`src/hdl/msk_pkg.sv`:
```
// Package for the sketch update block: word types of both channels,
// field widths, request codes, register index and controller states.
// No dependencies.
package msk_pkg;

   localparam int WORD_W   = 32;
   localparam int HASH_W   = 64;
   localparam int IDX_W    = 8;
   localparam int COUNT_W  = 9;
   localparam int ACTIVE_W = 9;
   localparam int KIND_W   = 3;
   localparam int PDATA_W  = 32;
   localparam int PADDR_W  = 3;

   localparam logic [ACTIVE_W-1:0] ACTIVE_RESET = 9'd256;
   localparam logic [COUNT_W-1:0]  COUNT_MAX    = 9'd511;

   // Request codes.
   localparam logic [KIND_W-1:0] REQ_ADD     = 3'd0;
   localparam logic [KIND_W-1:0] REQ_MERGE   = 3'd1;
   localparam logic [KIND_W-1:0] REQ_COMPARE = 3'd2;
   localparam logic [KIND_W-1:0] REQ_READ    = 3'd3;
   localparam logic [KIND_W-1:0] REQ_WRITE   = 3'd4;

   // Word index of the active register count (paddr bit 2).
   localparam logic CSR_ACTIVE_IDX = 1'b0;

   typedef struct packed {
      logic [KIND_W-1:0]  req_type;
      logic [HASH_W-1:0]  key_hash;
      logic [IDX_W-1:0]   reg_index;
      logic [WORD_W-1:0]  reg_value;
      logic               restart_count;
   } req_word_type;

   typedef struct packed {
      logic [WORD_W-1:0]  read_value;
      logic               match;
      logic [COUNT_W-1:0] match_count;
      logic               index_error;
   } rsp_word_type;

   typedef enum logic [2:0] {
      ST_CLEAR,
      ST_IDLE,
      ST_ADD,
      ST_DRAIN,
      ST_LOOKUP,
      ST_MODIFY,
      ST_DONE
   } eng_state_type;

endpackage

```
`src/hdl/msk_engine.sv`:
```
// Controller and datapath of the sketch update block: clearing pass, add sweep,
// indexed read-modify-write and the running equal count.
// Depends on msk_pkg; drives the ports of msk_mem.
module msk_engine
   import msk_pkg::*;
#(
   parameter int MAX_REGS = 256
) (
   input  logic                                         clock,
   input  logic                                         reset,
   input  logic [ACTIVE_W-1:0]                          active_regs,
   input  logic                                         req_valid,
   output logic                                         req_ready,
   input  req_word_type                                 req_word,
   output logic                                         res_valid,
   input  logic                                         res_take,
   output rsp_word_type                                 res_word,
   output logic                                         mem_wr_en,
   output logic [((MAX_REGS > 1) ? $clog2(MAX_REGS) : 1)-1:0] mem_wr_addr,
   output logic [WORD_W-1:0]                            mem_wr_data,
   output logic                                         mem_rd_en,
   output logic [((MAX_REGS > 1) ? $clog2(MAX_REGS) : 1)-1:0] mem_rd_addr,
   input  logic [WORD_W-1:0]                            mem_rd_data
);

   localparam int AW = (MAX_REGS > 1) ? $clog2(MAX_REGS) : 1;
   localparam int IW = (AW + 1 > ACTIVE_W) ? AW + 1 : ACTIVE_W;
   localparam logic [AW-1:0] LAST_ADDR = AW'(MAX_REGS - 1);

   eng_state_type      state_ff, state_in;
   logic [IW-1:0]      cnt_ff, cnt_in;
   logic [IW-1:0]      n_eff;
   logic [WORD_W-1:0]  hash_ff, hash_in;
   logic [WORD_W-1:0]  step_ff, step_in;
   logic               pipe_valid_ff, pipe_valid_in;
   logic [AW-1:0]      pipe_addr_ff, pipe_addr_in;
   logic [WORD_W-1:0]  pipe_hash_ff, pipe_hash_in;
   req_word_type       item_ff, item_in;
   logic [COUNT_W-1:0] count_ff, count_in, count_base;
   logic [WORD_W-1:0]  rd_val_ff, rd_val_in;
   logic               hit_ff, hit_in;
   logic               err_ff, err_in;
   logic               accept;
   logic               idx_ok;
   logic               is_indexed;
   logic [AW-1:0]      item_addr;
   logic [WORD_W-1:0]  merged;

   // The count in effect saturates at the store depth.
   assign n_eff = (IW'(active_regs) > IW'(MAX_REGS)) ? IW'(MAX_REGS) : IW'(active_regs);
   assign idx_ok = IW'(req_word.reg_index) < n_eff;
   assign is_indexed = req_word.req_type inside {REQ_MERGE, REQ_COMPARE, REQ_READ, REQ_WRITE};
   assign accept = req_valid && (state_ff == ST_IDLE);
   assign item_addr = AW'(item_ff.reg_index);
   assign merged = (item_ff.reg_value > mem_rd_data) ? item_ff.reg_value : mem_rd_data;
   assign count_base = item_ff.restart_count ? '0 : count_ff;

   // Next state.
   always_comb begin
      state_in = state_ff;
      case (state_ff)
         ST_CLEAR: begin
            if (cnt_ff[AW-1:0] == LAST_ADDR) begin
               state_in = ST_IDLE;
            end
         end
         ST_IDLE: begin
            if (req_valid) begin
               if (req_word.req_type == REQ_ADD) begin
                  state_in = (n_eff == '0) ? ST_DONE : ST_ADD;
               end else if (is_indexed && idx_ok) begin
                  state_in = ST_LOOKUP;
               end else begin
                  state_in = ST_DONE;
               end
            end
         end
         ST_ADD: begin
            if (cnt_ff == n_eff - IW'(1)) begin
               state_in = ST_DRAIN;
            end
         end
         ST_DRAIN:  state_in = ST_DONE;
         ST_LOOKUP: state_in = ST_MODIFY;
         ST_MODIFY: state_in = ST_DONE;
         ST_DONE: begin
            if (res_take) begin
               state_in = ST_IDLE;
            end
         end
         default:   state_in = ST_CLEAR;
      endcase
   end

   // Handshake and memory port control.
   always_comb begin
      req_ready   = (state_ff == ST_IDLE);
      res_valid   = (state_ff == ST_DONE);
      mem_wr_en   = 1'b0;
      mem_wr_addr = pipe_addr_ff;
      mem_wr_data = pipe_hash_ff;
      mem_rd_en   = 1'b0;
      mem_rd_addr = cnt_ff[AW-1:0];
      case (state_ff)
         ST_CLEAR: begin
            mem_wr_en   = 1'b1;
            mem_wr_addr = cnt_ff[AW-1:0];
            mem_wr_data = '0;
         end
         ST_ADD, ST_DRAIN: begin
            // Read of word i overlaps the write-back of word i-1.
            mem_rd_en = (state_ff == ST_ADD);
            if (pipe_valid_ff && (pipe_hash_ff > mem_rd_data)) begin
               mem_wr_en = 1'b1;
            end
         end
         ST_LOOKUP: begin
            mem_rd_en   = 1'b1;
            mem_rd_addr = item_addr;
         end
         ST_MODIFY: begin
            mem_wr_addr = item_addr;
            mem_wr_data = item_ff.reg_value;
            if (item_ff.req_type == REQ_WRITE) begin
               mem_wr_en = 1'b1;
            end else if ((item_ff.req_type == REQ_MERGE) &&
                         (item_ff.reg_value > mem_rd_data)) begin
               mem_wr_en = 1'b1;
            end
         end
         default: begin
            mem_wr_en = 1'b0;
         end
      endcase
   end

   // Datapath next values.
   always_comb begin
      cnt_in        = cnt_ff;
      hash_in       = hash_ff;
      step_in       = step_ff;
      item_in       = item_ff;
      count_in      = count_ff;
      rd_val_in     = rd_val_ff;
      hit_in        = hit_ff;
      err_in        = err_ff;
      pipe_valid_in = (state_ff == ST_ADD);
      pipe_addr_in  = cnt_ff[AW-1:0];
      pipe_hash_in  = hash_ff;
      case (state_ff)
         ST_CLEAR: begin
            cnt_in = (cnt_ff[AW-1:0] == LAST_ADDR) ? '0 : cnt_ff + IW'(1);
         end
         ST_IDLE: begin
            cnt_in = '0;
            if (accept) begin
               item_in   = req_word;
               hash_in   = req_word.key_hash[WORD_W-1:0];
               step_in   = req_word.key_hash[HASH_W-1:WORD_W];
               rd_val_in = '0;
               hit_in    = 1'b0;
               err_in    = is_indexed && !idx_ok;
            end
         end
         ST_ADD: begin
            // a + i*b built up one step of b at a time.
            cnt_in  = cnt_ff + IW'(1);
            hash_in = hash_ff + step_ff;
         end
         ST_MODIFY: begin
            case (item_ff.req_type)
               REQ_MERGE: rd_val_in = merged;
               REQ_COMPARE: begin
                  rd_val_in = mem_rd_data;
                  hit_in    = (mem_rd_data == item_ff.reg_value);
                  if ((mem_rd_data == item_ff.reg_value) && (count_base != COUNT_MAX)) begin
                     count_in = count_base + COUNT_W'(1);
                  end else begin
                     count_in = count_base;
                  end
               end
               REQ_READ:  rd_val_in = mem_rd_data;
               REQ_WRITE: rd_val_in = item_ff.reg_value;
               default:   rd_val_in = '0;
            endcase
         end
         default: begin
            cnt_in = cnt_ff;
         end
      endcase
   end

   always_comb begin
      res_word.read_value  = rd_val_ff;
      res_word.match       = hit_ff;
      res_word.match_count = count_ff;
      res_word.index_error = err_ff;
   end

   always_ff @(posedge clock) begin
      if (reset) begin
         state_ff      <= ST_CLEAR;
         cnt_ff        <= '0;
         pipe_valid_ff <= 1'b0;
         count_ff      <= '0;
      end else begin
         state_ff      <= state_in;
         cnt_ff        <= cnt_in;
         pipe_valid_ff <= pipe_valid_in;
         count_ff      <= count_in;
      end
   end

   always_ff @(posedge clock) begin
      hash_ff      <= hash_in;
      step_ff      <= step_in;
      pipe_addr_ff <= pipe_addr_in;
      pipe_hash_ff <= pipe_hash_in;
      item_ff      <= item_in;
      rd_val_ff    <= rd_val_in;
      hit_ff       <= hit_in;
      err_ff       <= err_in;
   end

   // A write and a read never meet on the same word in one cycle.
   assert property (@(posedge clock) disable iff (reset)
      (mem_wr_en && mem_rd_en) |-> (mem_wr_addr != mem_rd_addr))
      else $error("same-word read and write overlap");

   // The add sweep stays inside the active words.
   assert property (@(posedge clock) disable iff (reset)
      (state_ff == ST_ADD) |-> (cnt_ff < n_eff))
      else $error("add sweep ran past the active words");

   // No write-back is left pending once a result is offered.
   assert property (@(posedge clock) disable iff (reset)
      (state_ff == ST_DONE) |-> !pipe_valid_ff)
      else $error("result offered with a pending write-back");

   // The equal count moves only after a modify step or a reset.
   assert property (@(posedge clock) disable iff (reset)
      !$stable(count_ff) |-> ($past(state_ff) == ST_MODIFY || $past(reset)))
      else $error("equal count changed outside a compare");

endmodule

```
`config.mk`:
```
export PLATFORM = sky130hd
export DESIGN_NAME = msk_engine
export DESIGN_NICKNAME = d
export VERILOG_FILES = /design/src/hdl/msk_pkg.sv /design/src/hdl/msk_engine.sv
export SDC_FILE = /design/constraint.sdc
export NUM_CORES = 1
export LEC_CHECK = 0
export ABC_AREA = 1
export BUFFER_PORTS_ARGS = -buffer_cell sky130_fd_sc_hd__buf_2
export CAP_MARGIN = 30
export CORE_MARGIN = 2
export CORE_UTILIZATION = 25
export DETAILED_ROUTE_END_ITERATION = 12
export GPL_ROUTABILITY_DRIVEN = 0
export SETUP_SLACK_MARGIN = 0.1
export SYNTH_ARGS = -nofsm -noshare
export SYNTH_HDL_FRONTEND = slang
export SYNTH_SLANG_ARGS = --single-unit
```
`constraint.sdc`:
```
create_clock -name clock -period 9.1 [get_ports clock]
set_clock_uncertainty 0.1 [all_clocks]
set_input_delay 1.82 -clock clock [delete_from_list [all_inputs] [get_ports clock]]
set_output_delay 1.82 -clock clock [all_outputs]
set_load 0.01 [all_outputs]
```
==> results of run 1 <==
## final cells by class
class                   instances  area (sq um)
diodes                          2          5.00
fillers                      5119         33500
flip-flops and latches        204          5510
well taps                     664           831
repair buffers                258          1340
clock buffers                  33           728
clock inverters                15           239
multi-input cells            1014          5850
inverters                     204           771
## logic make-up after synthesis
kind of cell,count (synthesis)
flip-flops,204
buffers and inverters,245
AO/OA/AOI/OAI,293
AND/OR/NAND/NOR,591
adder cells (fa/ha/maj),106
XOR/XNOR,24
## cells in the final DEF (no fill, tap or decap), types with 4 or more instances in the layout
cell type  netlist  layout
nand2_1        315     314
buf_2            6     247
inv_1          190     190
edfxtp_1       142     142
nand3_1        123     123
a21oi_1        105     105
ha_1           105     105
o21ai_0         89      89
nor2_1          81      80
dfxtp_1         62      62
o22ai_1         33      33
clkbuf_16        0      27
nor3_1          16      16
nand4_1         16      16
xor2_1          16      16
inv_2           10      10
o221ai_1        10      10
buf_4            2      10
o21bai_1         8       8
nor2_2           7       7
o21ai_1          7       7
xnor2_1          7       7
nor2_4           5       6
o211ai_1         6       6
bufinv_16        0       6
nand2_2          4       5
o21a_1           5       5
a221oi_1         5       5
a211oi_1         5       5
a31oi_1          5       5
or2_2            5       5
nand3b_1         4       4
## worst max-delay path, cell delays in order
cell	delay, ns
buf_2	0.10
inv_1	0.09
ha_1	0.31
nand2_1	0.09
nor3b_1	0.25
nand2_1	0.10
nor2_1	0.18
nand2_1	0.07
buf_4	0.27
nand2_1	0.15
nand2_1	0.06
o211ai_1	0.11
nand3_1	0.15
buf_2	0.18
## stage by stage
step	instances	setup WS (ns)	power, mW	instance area (sq um)	util
after floorplan	1463	2.29	2.12	12300	-
after detailed placement	2344	3.25	2.61	14300	0.293
after global placement	2343	3.28	2.58	14300	0.293
after CTS	2392	3.24	3.79	15300	0.313
final	2394	3.24	3.76	15300	0.313
after global routing	2394	3.11	3.99	15300	0.313
## power groups by stage
stage               logic (mW)  clock network, mW  registers, mW
CTS                       1.29               1.19           1.31
global route              1.44               1.23           1.33
global placement          1.26                  0           1.33
finish                    1.29               1.16           1.31
detailed placement        1.28                  0           1.33
floorplan                0.842                  0           1.28
## final timing paths
path | end | slack, ns
setup / recovery | mem_wr_en | 3.24
hold / removal | pipe_addr_ff[7] | 0.28
setup reg to reg | rd_val_ff[31] | 6.12
hold reg to reg | pipe_addr_ff[7] | 0.28
## routing by layer
layer | up-vias | wire, um
li1 | 5522 | -
met1 | 5275 | 19000
met2 | 417 | 19300
met3 | 105 | 2320
met4 | 6 | 1830
met5 | - | 32
## state kept, by name, summed over array words and instances (netlist names)
| register | cells |
|---|---|
| hit_ff | 1 |
| pipe_valid_ff | 1 |
| hash_ff | 32 |
| pipe_addr_ff | 8 |
| state_ff | 3 |
| step_ff | 32 |
| pipe_hash_ff | 32 |
| err_ff | 1 |
| cnt_ff | 9 |
| item_ff | 36 |
| rd_val_ff | 32 |
| item_addr | 8 |
| count_ff | 9 |
==> results.json, run 1 <==
{
  "antenna_found_initial": 6,
  "clock-root-buffer": "clkbuf_16",
  "start_util": 0.252,
  "seq_power_share": 0.349,
  "synth_common_cells": "nand2_1 (315), inv_1 (190), edfxtp_1 (142)",
  "synth_ff_type": "edfxtp_1",
  "wirelength_um": 42500,
  "hold_buffers": 0,
  "use_met1": 0.215,
  "grt_pass1_wl_um": 63500,
  "clk_pin_slew_ns": 0.06,
  "fin_crit_ns": 5.86,
  "yosys_warnings": 0,
  "syn_area_per_cell_sq_um": 8.40,
  "cts_setup_buffers": 0,
  "syn_to_final_growth_pct": 24.3,
  "pin_count": 248,
  "die_h_um": 226,
  "critPathLaunchType": "input port",
  "fp-row-count": 81,
  "synth_simple_gate_area_frac": 0.211,
  "fmax_mhz": 171,
  "cts-htree-levels": 1,
  "setup_viol": 0,
  "vias": 11300,
  "hpwl_um": 33100,
  "ys_ff_latch": 204,
  "remaining_drc_errors": 0,
  "gr-usage-met2": 0.263,
  "grt-busiest-layer": "met2",
  "synth_cell_types": 55,
  "yosys.area_share.xor_xnor": 0.0182,
  "synth.most_common_cell": "nand2_1",
  "wl_per_cell_um": 17.8,
  "synth_nets": 1722,
  "cts_buffer_depth": 3,
  "clock_sinks": 204,
  "die_width_um": 226,
  "cp_data_arrival_time_ns": 3.94,
  "synthArstFlopShare": 0,
  "criticalPathCategory": "input port to output port",
  "crit_path_end_kind": "output port",
  "synthAdderAreaFrac": 0.109,
  "power.switching_mw": 1.40,
  "final_nets": 1967,
  "finalSetupTns_ns": 0,
  "r2r-start": "item_ff[14]",
  "grt_use_met3": 0.0228,
  "r2r_cells": 12,
  "syn_inst": 1463,
  "synth_top_area_share": 0.347,
  "track_usage": 0.163,
  "worstSkewPairLatency_ns": 0.54,
  "internal_power_mw": 2.36,
  "portBuffers": 247,
  "required_ns": 7.18,
  "drv_slew": 0,
  "drive_above_1_share": 0.200,
  "die_area_sq_mm": 0.0509,
  "min_path_cells": 0,
  "power.density_mw_per_mm2": 246,
  "synthesis.area_sq_mm": 0.0123,
  "grt_setup_unrepaired": "no",
  "p_leak_nw": 6.71,
  "cts_resized": 0,
  "via_per_inst": 4.73,
  "min_path_type": "flop to flop",
  "comb_power_share": 0.342,
  "drt_iter0_drc": 936,
  "cts_made_buffers": 26,
  "grt_pass1_vias": 10900,
  "drt_first_pass_iters": 5,
  "clockPowerShare": 0.309,
  "synth_edf_count": 142,
  "switching_share": 0.373,
  "gr-total-overflow": 0,
  "coreArea_sq_mm": 0.0487,
  "min_period_over_period": 0.644,
  "synth.area.top_cells": "edfxtp_1 (35%), ha_1 (11%), dfxtp_1 (10%)",
  "synth-seq-area-share": 0.448,
  "vdd_ir_drop_max_v": 0.000140,
  "ant_nets": 0,
  "cts_tree": "yes",
  "synth_top_area_cell": "edfxtp_1",
  "synth_compound_area_frac": 0.137,
  "relSlewSlack": 0.418,
  "synthMuxAreaShare": 0,
  "whs_ns": 0.279,
  "hold_viol": 0,
  "maxCapViolCount": 0,
  "path_max_fanout": 35,
  "grt_max_degree": 77,
  "worst_pin_slew_ns": 0.872,
  "timing.critical_path.from": "mem_rd_data[15]",
  "status": "completed",
  "worstHoldStart": "cnt_ff[7]",
  "synth_top_family_by_area": "simple AND/OR/NAND/NOR gates"
}
Power figures use the tool's default switching activity.
==> inputs of run 2 (changes only) <==
ABC_AREA = 0   (was 1)
clock period = 5 ns   (was 9.1 ns; I/O delays follow)
==> results.json, run 2 <==
{
  "status": "completed",
  "clk_pin_slew_ns": 0.05,
  "required_ns": 3.90,
  "syn_to_final_growth_pct": 25.9,
  "hpwl_um": 27900,
  "vdd_ir_drop_max_v": 0.000256,
  "min_path_type": "flop to flop",
  "fin_crit_ns": 4.62,
  "p_leak_nw": 5.94,
  "setup_slack_ns": 0.383,
  "finalSetupTns_ns": 0,
  "regMostFlops": "item_ff",
  "hold_buffers": 0,
  "drt_first_pass_iters": 5,
  "min_period_over_period": 0.923,
  "die_area_sq_mm": 0.0461,
  "ff_latch_area_sq_mm": 0.00551,
  "synth_nets": 1286,
  "ant_nets": 0,
  "r2r-start": "item_ff[26]",
  "cp_data_arrival_time_ns": 3.52,
  "mostFrequentLayoutCell": "buf_2",
  "drv_slew": 0,
  "largest_register_ffs": 36,
  "grt_setup_unrepaired": "no",
  "multi_input_area_sq_mm": 0.00524,
  "portBuffers": 247,
  "total_power_mw": 4.00,
  "cts_made_buffers": 27,
  "synth_edf_count": 142,
  "ys_ff_latch": 204,
  "track_usage": 0.153,
  "clock-root-buffer": "clkbuf_16",
  "criticalPathCategory": "input port to output port",
  "cts_setup_buffers": 0,
  "hold_viol": 0,
  "setup_viol": 0,
  "timing.critical_path.from": "mem_rd_data[13]",
  "pin_count": 248,
  "fp-row-count": 77,
  "worstHoldStart": "hash_ff[2]",
  "power.density_mw_per_mm2": 287,
  "grt_pass1_wl_um": 53800,
  "drive_above_1_share": 0.253,
  "synth.most_common_cell": "edfxtp_1",
  "synth_top_area_share": 0.385,
  "gr-total-overflow": 0,
  "pre_cts_ws_ns": 0.315,
  "synth.area.top_cells": "edfxtp_1 (38%), ha_1 (12%), dfxtp_1 (11%)",
  "vias": 8944,
  "synthArstFlopShare": 0,
  "synth_common_cells": "edfxtp_1 (142), ha_1 (105), nand2_1 (104)",
  "wl_per_cell_um": 19.1,
  "final_cell_mix": "buf_2 (247), edfxtp_1 (142), ha_1 (105)",
  "drt_iter0_drc": 466,
  "fillerInstances": 4518,
  "syn_inst": 1027,
  "critPathLaunchType": "input port",
  "die_width_um": 215,
  "remaining_drc_errors": 0,
  "syn_area_per_cell_sq_um": 10.8,
  "relSlewSlack": 0.348,
  "maxCapViolCount": 0,
  "yosys_warnings": 0,
  "worstSkewPairLatency_ns": 0.56,
  "die_h_um": 215,
  "via_per_inst": 4.73,
  "clock_sinks": 204,
  "post-route-util": 0.317,
  "wirelength_um": 36100,
  "final_nets": 1533,
  "whs_ns": 0.281,
  "path_max_fanout": 2,
  "cts_resized": 0,
  "antenna_found_initial": 6,
  "synth_ff_type": "edfxtp_1",
  "synth_top_area_cell": "edfxtp_1",
  "cts_tree": "yes",
  "coreArea_sq_mm": 0.0440,
  "start_util": 0.252,
  "cts_buffer_depth": 3,
  "grt_pass1_vias": 9006,
  "grt_max_degree": 67,
  "worst_pin_slew_ns": 0.971,
  "synth-seq-area-share": 0.496,
  "cts-htree-levels": 1,
  "synthesis.area_sq_mm": 0.0111,
  "fmax_mhz": 217,
  "synth_cell_types": 65,
  "crit_path_end_kind": "output port"
}
-- run 2: changes by cell type after synthesis, moves of 15 or more --
| cell | delta |
|---|---|
| inv_1 | -138 |
| a22oi_1 | +15 |
| a22o_1 | +62 |
| nand2_1 | -211 |
| a21oi_1 | -54 |
| a21o_1 | +27 |
| nor2_1 | -20 |
| xnor2_1 | +22 |
| o22ai_1 | -33 |
| o21ai_0 | -39 |
| nand3_1 | -107 |
-- run 2: final cells by class --
type | instances | share of cell area
antenna | 5 | 0.000896
clock buffer | 38 | 0.0556
clock inverter | 12 | 0.00959
inverter | 53 | 0.0143
multi-input combinational | 729 | 0.376
sequential | 204 | 0.394
tap | 592 | 0.0530
timing repair buffer | 259 | 0.0968
-- run 2: logic make-up (layout without fill, tap and decap cells) --
| logic type | count (synthesis) | count (layout) | synth area share |
|---|---|---|---|
| AOI/OAI and AO/OA | 275 | 275 | 0.172 |
| xor gates and xnor gates | 50 | 50 | 0.0395 |
| adders and majority gates | 107 | 107 | 0.121 |
| buffers and inverters | 94 | 362 | 0.0333 |
| DFF | 204 | 204 | 0.496 |
| muxes | 12 | 12 | 0.0117 |
| other | 0 | 5 | 0 |
| and+or+nand+nor | 285 | 285 | 0.126 |
-- run 2: metrics by stage --
step | cells | cell area, sq um
after floorplan | 1027 | 11100
after global placement | 1836 | 13000
after detailed placement | 1837 | 13000
after CTS | 1887 | 14000
after global routing | 1891 | 14000
final | 1892 | 14000
-- run 2: worst paths after layout --
check | to | cells past startpoint | slack (ns)
setup / recovery | mem_wr_en | 13 | 0.38
hold / removal | pipe_hash_ff[2] | 0 | 0.28
setup reg to reg | rd_val_ff[15] | 10 | 1.59
hold reg to reg | pipe_hash_ff[2] | 0 | 0.28
-- run 2: worst max-delay path, stage by stage --
cell,delay (ns)
buf_2,0.09
inv_1,0.06
ha_1,0.31
a21o_1,0.17
a21o_1,0.17
a21oi_1,0.21
nor3_1,0.08
o32ai_1,0.47
a31oi_1,0.24
nand3b_1,0.17
a21oi_2,0.07
or2_2,0.33
buf_2,0.15
-- run 2: metal layers --
metal,global-route usage,vias up,share of wire
met5,0,-,0.00044
met4,0.0623,2,0.041
met3,0.0282,69,0.050
met2,0.243,263,0.45
met1,0.206,4260,0.46
li1,-,4350,-
-- run 2: report_power, final --
group	leakage, nW	total, mW	internal [mW]	switching [mW]
Combinational	3.70	0.212	0.101	0.111
Sequential	1.79	1.81	1.80	0.00537
Clock	0.448	1.98	1.19	0.792
Total	5.94	4.00	3.10	0.908
==> inputs of run 3 (changes only) <==
REMOVE_ABC_BUFFERS = 1   (was default)
==> results.json, run 3 (synthesis gave the netlist of run 2 again) <==
{
  "status": "completed",
  "regMostFlops": "item_ff",
  "worst_pin_slew_ns": 0.646,
  "instances_no_fill": 1892,
  "fin_crit_ns": 4.62,
  "min_period_over_period": 0.924,
  "clk_pin_slew_ns": 0.06,
  "hpwl_um": 28000,
  "min_path_type": "flop to flop",
  "r2r-end": "rd_val_ff[8]",
  "min_path_cells": 0,
  "comb_power_share": 0.052,
  "relSlewSlack": 0.568,
  "clock_sinks": 204,
  "pin_count": 248,
  "min_delay_worst_endpoint": "pipe_hash_ff[24]",
  "grt_pass1_wl_um": 54600,
  "hold_buffers": 0,
  "reg2reg_slack_ns": 1.47,
  "via_per_inst": 4.76,
  "grt_setup_unrepaired": "no",
  "crit_path_end_kind": "output port",
  "drt_iter0_drc": 434,
  "vdd_ir_drop_max_v": 0.000222,
  "wirelength_um": 36300,
  "power.density_mw_per_mm2": 294,
  "dp.cells": 1841,
  "setup_viol": 0,
  "power.switching_mw": 0.899,
  "fillerInstances": 4489,
  "drv_slew": 0,
  "critPathLaunchType": "input port",
  "portBuffers": 247,
  "coreArea_sq_mm": 0.0440,
  "vias": 9010,
  "syn_to_final_growth_pct": 26.9,
  "final_nets": 1537,
  "start_util": 0.252,
  "cts_tree": "yes",
  "critPathBufInv": 4,
  "clock-root-buffer": "clkbuf_16",
  "largest_register_ffs": 36,
  "path_cells": "buf_2, inv_1, ha_1, a21o_1, a21o_1, a21oi_1, nor3_1, o32ai_1, buf_4, a31oi_1, nand3b_1, a21oi_4, or2_2, buf_2",
  "worstHoldStart": "hash_ff[24]",
  "antenna_found_initial": 4,
  "final_cell_mix": "buf_2 (247), edfxtp_1 (142), ha_1 (105)",
  "cp_slowest_cell": "ha_1",
  "grt_max_degree": 43,
  "fmax_mhz": 216,
  "cp_num_cells": 14,
  "switching_share": 0.218,
  "cp_data_arrival_time_ns": 3.52,
  "path_delay_family": "compound AO/OA/AOI/OAI gates",
  "die_width_um": 215,
  "cts_made_buffers": 27,
  "slowest_delay_ns": 0.31,
  "cts-htree-levels": 1,
  "fp-row-count": 77,
  "worstSkewPairLatency_ns": 0.55,
  "gr-total-overflow": 0,
  "drt_first_pass_iters": 5,
  "seq_power_share": 0.438,
  "cts_buffer_depth": 3,
  "path_max_fanout": 2,
  "die_h_um": 215,
  "internal_power_mw": 3.23,
  "ant_nets": 0,
  "mostFrequentLayoutCell": "buf_2",
  "wl_per_cell_um": 19.2,
  "cts_resized": 0,
  "p_leak_nw": 5.99,
  "clockPowerShare": 0.511,
  "criticalPathCategory": "input port to output port",
  "timing.critical_path.from": "mem_rd_data[13]",
  "track_usage": 0.155,
  "die_area_sq_mm": 0.0461,
  "remaining_drc_errors": 0,
  "maxCapViolCount": 0,
  "r2r_cells": 10,
  "drive_above_1_share": 0.257,
  "hold_viol": 0,
  "grt_pass1_vias": 9186,
  "required_ns": 3.90,
  "r2r-start": "item_ff[25]",
  "cts_setup_buffers": 0,
  "finalSetupTns_ns": 0
}
## run 3: cell count changes in the layout (fill, tap and decap cells not counted)
| cell | change |
|---|---|
| clkinvlp_4 | +1 |
| clkbuf_8 | -4 |
| clkinv_1 | +2 |
| buf_4 | +3 |
| nand2_1 | -1 |
| nand2_2 | +1 |
| a21oi_2 | -1 |
| a21oi_4 | +1 |
| inv_16 | -1 |
| clkinv_4 | +1 |
| clkbuf_1 | -3 |
| bufinv_16 | +4 |
| buf_16 | +1 |
| diode_2 | -4 |
## run 3: routing by layer
| layer | vias to the layer above | wire length, um | track usage |
|---|---|---|---|
| met2 | 264 | 16700 | 0.255 |
| li1 | 4343 | - | - |
| met5 | - | 41 | 0 |
| met1 | 4342 | 16400 | 0.203 |
| met4 | 6 | 943 | 0.0414 |
| met3 | 55 | 2190 | 0.0383 |
## run 3: area by class of cell
class                      instances  area [sq um]  share of cell area
sequential                       204          5510               0.391
multi-input combinational        729          5250               0.373
timing repair buffer             263          1400              0.0996
tap                              592           741              0.0526
clock buffer                      31           711              0.0505
clock inverter                    19           258              0.0183
inverter                          53           200              0.0142
antenna                            1          2.50            0.000178
## run 3: worst max-delay path by stage
stage	end	slack, ns
global route	mem_wr_en	0.29
finish	mem_wr_en	0.38
CTS	mem_wr_en	0.41
detailed placement	mem_wr_en	0.42
floorplan	mem_wr_en	0.07
global placement	mem_wr_en	0.42
## run 3: per-stage QoR
stage | worst slack, ns | hold WS [ns] | util | power [mW] | cell area (sq um)
4_1_cts | 0.408 | 0.281 | 0.320 | 4.20 | 14100
6_report | 0.380 | 0.277 | 0.320 | 4.13 | 14100
5_1_grt | 0.294 | 0.295 | 0.320 | 4.29 | 14100
3_3_place_gp | 0.415 | 0.259 | 0.296 | 2.05 | 13100
3_5_place_dp | 0.423 | 0.268 | 0.298 | 2.06 | 13100
2_1_floorplan | 0.0721 | 0.255 | - | 1.94 | 10900
## run 3: power by group through the flow
stage / clock network (mW) / logic, mW / registers [mW]
2_1_floorplan: 0 / 0.0983 / 1.84
3_3_place_gp: 0 / 0.209 / 1.84
3_5_place_dp: 0 / 0.214 / 1.84
4_1_cts: 2.18 / 0.216 / 1.81
5_1_grt: 2.24 / 0.240 / 1.81
6_report: 2.11 / 0.213 / 1.81
## run 3: worst register-to-register path, stage by stage (launching register included)
cell,delay [ns]
edfxtp_1,0.48
ha_1,0.34
nand4_1,0.13
nor2_1,0.30
nand4_1,0.33
a21o_1,0.25
a31oi_1,0.35
nand3b_1,0.18
a21oi_4,0.17
buf_4,0.44
a22o_1,0.30
